**src/sv/gbc_pkg.sv**
```systemverilog
`default_nettype none

package gbc_pkg;

    localparam int SAMPLE_W  = 16;
    localparam int AXES      = 3;
    localparam int LIMIT_W   = 16;
    localparam int PROG_W    = 10;
    localparam int RESTART_W = 32;

    // Rounded bias magnitude never exceeds 32768, so sixteen quotient bits suffice.
    localparam int Q_W       = 16;
    // Bias update: reciprocal multiply, then apply the sign.
    localparam int DIV_STEPS = 2;
    localparam int STEP_W    = $clog2(DIV_STEPS);
    localparam logic [STEP_W-1:0] STEP_LAST = STEP_W'(DIV_STEPS - 1);

    localparam logic signed [SAMPLE_W-1:0] SAT_MAX = 16'sh7FFF;  // 32767
    localparam logic signed [SAMPLE_W-1:0] SAT_MIN = 16'sh8000;  // -32768

    localparam int APB_ADDR_W = 3;
    localparam int APB_DATA_W = 32;
    localparam logic [APB_ADDR_W-3:0] REG_SPREAD_LIMIT = 1'b0;
    localparam logic [LIMIT_W-1:0]    LIMIT_RESET      = 16'd200;

    // Per-item control fanned out from the controller to every lane.
    typedef struct packed {
        logic accept;
        logic active;
        logic first;
        logic discard;
        logic complete;
        logic div_step;
        logic div_last;
    } gbc_lane_ctl_t;

    // Result status held by the controller.
    typedef struct packed {
        logic                 calibrated;
        logic                 completed_now;
        logic [PROG_W-1:0]    window_progress;
        logic [RESTART_W-1:0] restart_total;
    } gbc_status_t;

endpackage

`default_nettype wire

```
**src/sv/gbc_ctrl.sv**
```systemverilog
`default_nettype none

module gbc_ctrl
    import gbc_pkg::*;
#(
    parameter int WINDOW = 1000
)
(
    input  wire logic            clk,
    input  wire logic            rst_n,
    input  wire logic            in_valid,
    input  wire logic            out_ready,
    input  wire logic [AXES-1:0] moved,
    output logic                 in_ready,
    output logic                 out_valid,
    output gbc_lane_ctl_t        ctl,
    output gbc_status_t          status
);

    localparam int CNT_W = $clog2(WINDOW + 1);
    localparam logic [CNT_W-1:0] WIN_CNT = CNT_W'(WINDOW);

    logic [CNT_W-1:0]     count_reg;
    logic [RESTART_W-1:0] restart_reg;
    logic                 done_reg;
    logic                 busy_reg;
    logic [STEP_W-1:0]    step_reg;
    logic                 out_valid_reg;
    logic                 completed_reg;

    logic                    accept;
    logic                    update;
    logic                    discard;
    logic                    complete;
    logic                    div_last;
    logic [CNT_W-1:0]        count_inc;
    logic [CNT_W+PROG_W-1:0] count_ext;

    assign in_ready  = !busy_reg && (!out_valid_reg || out_ready);
    assign accept    = in_valid && in_ready;
    assign update    = accept && !done_reg;
    assign discard   = update && (|moved);
    assign count_inc = count_reg + 1'b1;
    assign complete  = update && !discard && (count_inc == WIN_CNT);
    assign div_last  = busy_reg && (step_reg == STEP_LAST);

    always_comb
    begin
        ctl.accept   = accept;
        ctl.active   = !done_reg;
        ctl.first    = count_reg == '0;
        ctl.discard  = discard;
        ctl.complete = complete;
        ctl.div_step = busy_reg;
        ctl.div_last = div_last;
    end

    assign count_ext = {{PROG_W{1'b0}}, count_reg};

    always_comb
    begin
        status.calibrated      = done_reg;
        status.completed_now   = completed_reg;
        status.window_progress = count_ext[PROG_W-1:0];
        status.restart_total   = restart_reg;
    end

    assign out_valid = out_valid_reg;

    always_ff @(posedge clk or negedge rst_n)
    begin
        if (!rst_n)
        begin
            count_reg     <= '0;
            restart_reg   <= '0;
            done_reg      <= 1'b0;
            busy_reg      <= 1'b0;
            step_reg      <= '0;
            out_valid_reg <= 1'b0;
            completed_reg <= 1'b0;
        end
        else
        begin
            if (discard)
            begin
                count_reg   <= '0;
                restart_reg <= restart_reg + 1'b1;
            end
            else if (update)
            begin
                count_reg <= count_inc;
            end

            if (accept)
            begin
                completed_reg <= complete;
            end

            if (complete)
            begin
                done_reg <= 1'b1;
                busy_reg <= 1'b1;
                step_reg <= '0;
            end
            else if (busy_reg)
            begin
                step_reg <= step_reg + 1'b1;
                if (div_last)
                begin
                    busy_reg <= 1'b0;
                end
            end

            // Completing item surfaces only once the divider has finished.
            priority if (accept && !complete)
            begin
                out_valid_reg <= 1'b1;
            end
            else if (div_last)
            begin
                out_valid_reg <= 1'b1;
            end
            else if (out_ready)
            begin
                out_valid_reg <= 1'b0;
            end
            else
            begin
                out_valid_reg <= out_valid_reg;
            end
        end
    end

endmodule

`default_nettype wire

```
**config.mk**
```make
export PLATFORM = sky130hd
export DESIGN_NAME = gbc_ctrl
export DESIGN_NICKNAME = d
export VERILOG_FILES = /design/src/sv/gbc_pkg.sv /design/src/sv/gbc_ctrl.sv
export SDC_FILE = /design/constraint.sdc
export NUM_CORES = 1
export LEC_CHECK = 0
export BUFFER_PORTS_ARGS = -buffer_cell sky130_fd_sc_hd__buf_2
export CAP_MARGIN = 10
export CELL_PAD_IN_SITES_DETAIL_PLACEMENT = 1
export CELL_PAD_IN_SITES_GLOBAL_PLACEMENT = 1
export CORE_MARGIN = 3
export CORE_UTILIZATION = 40
export DETAILED_ROUTE_END_ITERATION = 8
export PLACE_DENSITY_LB_ADDON = 0.08
export RECOVER_POWER = 50
export SETUP_SLACK_MARGIN = 0.1
export SKIP_LAST_GASP = 1
export SLEW_MARGIN = 20
export SYNTH_ARGS = -nofsm -noshare
export SYNTH_HDL_FRONTEND = slang
export SYNTH_SLANG_ARGS = --single-unit
```
**constraint.sdc**
```tcl
create_clock -name clk -period 4.1 [get_ports clk]
set_input_delay 0.615 -clock clk [delete_from_list [all_inputs] [get_ports clk]]
set_output_delay 0.615 -clock clk [all_outputs]
set_load 0.02 [all_outputs]
```
==> flow_metrics.py <==
metrics = {
    "die": {
        "fp-row-count": 27,
        "die_w_um": 83.88,
        "core_um2": 5675,
        "start_util_pct": 42.75,
        "io_pins": 60,
        "dieArea_um2": 7036,
        "die_h_um": 83.88,
    },
    "timing": {
        "fin_crit_ps": 3037,
        "setup_viol": 0,
        "slew_violations": 48,
        "post-route-period-util_pct": 74.06,
        "fin_skew_ps": 5.022,
        "rsz0062_at_grt": "no",
        "relSlewSlack_pct": -67.21,
        "final-hold-violation-count": 0,
        "max_slew.worst_pin.slew_ps": 2508,
        "fmaxAchievable_mhz": 329.3,
        "tns_ps": 0,
    },
    "placement": {
        "place_area_um2": 2724,
        "dpl.hpwl_mm": 4.305,
        "port_buffers": 59,
        "place_congestion": 0.7785,
    },
    "detailed_routing": {
        "wl_per_cell_um": 15.49,
        "drt_iter0_markers": 47,
        "drt_first_pass_iters": 4,
        "vias": 1948,
        "antenna_left": 0,
        "wl_mm": 5.748,
        "routed_via_density": 5.251,
        "drcViolationCount": 0,
    },
    "run_status": {
        "status": "finished, violations left",
        "violations": "max-capacitance violations, max-slew violations",
    },
    "clock_tree": {
        "cts_max_level": 2,
        "cts.path.max_buffers": 2,
        "cts_hold_buf": 0,
        "cts_buffers": 5,
        "cts_setup_buffers": 0,
        "clock_sink_count": 47,
        "cts_tree": "yes",
        "clock_latency_ps": 300,
        "root_buffer": "clkbuf_8",
        "cts.clk_slew.worst_paths_ps": 90,
        "postCtsResizedCells": 0,
    },
    "worst_setup_path": {
        "critPathArrivalTime_ps": 2420,
        "worstReg2RegStart": "busy_reg$_DFF_PN0_",
        "slowest_delay_ps": 450,
        "cp_cell_sequence": "buf_2 > or3_4 > nor4_4 > o21ai_2 > nor4b_4 > buf_2",
        "worst_setup_path_end_kind": "primary output",
        "crit_family": "simple AND/OR/NAND/NOR gates",
        "reg2regPathDepth": 6,
        "reg2reg_setup_slack_ps": 1840,
        "cpMostUsedCell": "buf_2",
        "reg2reg_to": "restart_reg[29]$_DFFE_PN0N_",
        "crit_path_start_kind": "primary input",
        "critPathKind": "primary input to primary output",
        "cp_max_fo": 7,
        "path_depth": 6,
        "critPathBufInv": 2,
        "slowest_stage": "nor4b_4",
        "worst_ep_required_time_ps": 3480,
    },
    "synthesis": {
        "muxShareOfSynthArea_pct": 0.4642,
        "synth-simple-area-share_pct": 24.34,
        "yosysTopAreaCellShare_pct": 48.48,
        "async_flop_share_pct": 100.0,
        "synth_compound_area_share_pct": 7.272,
        "synth_cell_types": 45,
        "synth.largest_area_cell": "dfrtp_1",
        "synth_top_flop_cell": "dfrtp_1",
        "synth.avg_cell_area_um2": 9.862,
        "synth_xor_area_share_pct": 11.91,
        "synth_fa_ha_area_share_pct": 2.063,
        "synth.top_cells.by_area": "dfrtp_1, xor2_1, xnor2_1, nand2_1, nand4_1",
        "synth_edf_count": 0,
        "synth.ff_latch_count": 47,
        "synth_top_family_by_area": "simple AND/OR/NAND/NOR gates",
        "synthCells": 246,
        "yosysWarnings": 0,
        "synth_area_um2": 2426,
        "synth.net_count": 257,
        "yosysSeqAreaShare_pct": 48.48,
    },
    "grt": {
        "antenna_found_initial": 0,
        "grt-ovfl-total": 0,
        "grt_pass1_vias": 1989,
        "grt_usage_pct": 17.48,
        "grt_max_degree": 48,
        "grt_pass1_wl_mm": 10.04,
    },
    "pwr": {
        "peakVddDrop_mv": 0.1567,
        "power.leakage_nw": 1.354,
        "total_power_mw": 0.9935,
        "power_density_nw_per_um2": 358.5,
    },
    "finish": {
        "antenna_cells": 0,
        "largest_reg_flops": 32,
        "fin_nets": 309,
        "drive_gt1_share_pct": 16.05,
        "nFillCells": 714,
        "final_area_um2": 2771,
        "syn_to_final_growth_pct": 14.23,
    },
    "min_path": {
        "hold_start": "restart_reg[31]$_DFFE_PN0N_",
        "hp-class": "register to register",
        "hold_depth": 1,
        "hold_end": "restart_reg[31]$_DFFE_PN0N_",
    },
    "flow_run": {
        "maxCapViolCount": 1,
    },
}
-- metrics by stage --
step	hold WS, ps	utilization [%]	std cells	setup slack (ps)
3_3_place_gp	451.8	47.99	363	1062
6_report	473.3	48.83	371	1063
4_1_cts	474.8	49.43	371	1034
2_1_floorplan	319.4	-	246	1319
3_5_place_dp	462.6	47.99	363	1039
5_1_grt	503.9	48.83	371	850.7
-- area by class of cell --
type / instances / area (µm²) / share of cell area [%]
flip-flops and latches: 47 / 1176 / 42.44
repair buffers: 59 / 261.5 / 9.436
inverters: 12 / 45.04 / 1.625
well taps: 72 / 90.09 / 3.251
clock buffers: 7 / 76.32 / 2.754
clock inverters: 1 / 5.005 / 0.1806
multi-input cells: 173 / 1117 / 40.32
-- placed cells by master, fill, tap and decap left out, drive strengths merged, types with 7 or more instances in the layout --
master and instances:
nand4 15, nor3 9, nor4 7, nor2 21, inv 12, xor2 17
o21ai 17, dfrtp 47, clkbuf 34, xnor2 16, buf 32, nand2 27
nand3 9
-- worst max-delay path by stage --
| stage | from | endpoint | slack (ps) |
|---|---|---|---|
| final | moved[1] | ctl[2] | 1060 |
| after global placement | moved[1] | ctl[2] | 1060 |
| after floorplan | moved[1] | ctl[2] | 1320 |
| after detailed placement | moved[1] | ctl[2] | 1040 |
| after CTS | moved[1] | ctl[2] | 1030 |
| after global routing | count_reg[0]$_DFFE_PN0P_ | ctl[2] | 850 |
-- layer usage --
metal / global-route usage [%] / vias up / part of all wire [%]
met1: 21.97 / 951 / 45
li1: - / 946 / -
met2: 29.72 / 45 / 49
met4: 4.971 / 0 / 1.2
met5: 0 / - / 0
met3: 4.344 / 6 / 4.6
-- cell families (layout without fill, tap and decap cells) --
| family | after synthesis | count (layout) |
|---|---|---|
| buffers and inverters | 26 | 79 |
| adders and majority gates | 4 | 4 |
| muxes | 1 | 1 |
| DFF | 47 | 47 |
| and+or+nand+nor | 106 | 106 |
| AOI/OAI and AO/OA | 29 | 29 |
| xor gates and xnor gates | 33 | 33 |
-- Yosys cell counts (all sizes together) (2+ instances only) --
library cell / count
nand4: 15
nand3: 9
xor2: 17
clkbuf: 5
nor4: 7
a21o: 2
dfrtp: 47
xnor2: 16
nor3: 9
o21ai: 17
and4: 3
buf: 9
nand2b: 2
inv: 12
and3: 4
ha: 4
and2: 2
a21oi: 2
or3: 2
a31oi: 2
nand2: 27
nor2: 21
-- report_power, final --
part / leakage, nW / switching (mW) / total [mW] / internal (mW)
Combinational: 0.676 / 0.116 / 0.175 / 0.0586
Sequential: 0.636 / 0.0470 / 0.548 / 0.501
Clock: 0.0422 / 0.151 / 0.271 / 0.120
Total: 1.35 / 0.314 / 0.994 / 0.679
No activity file was read; power rests on OpenSTA's default activity.
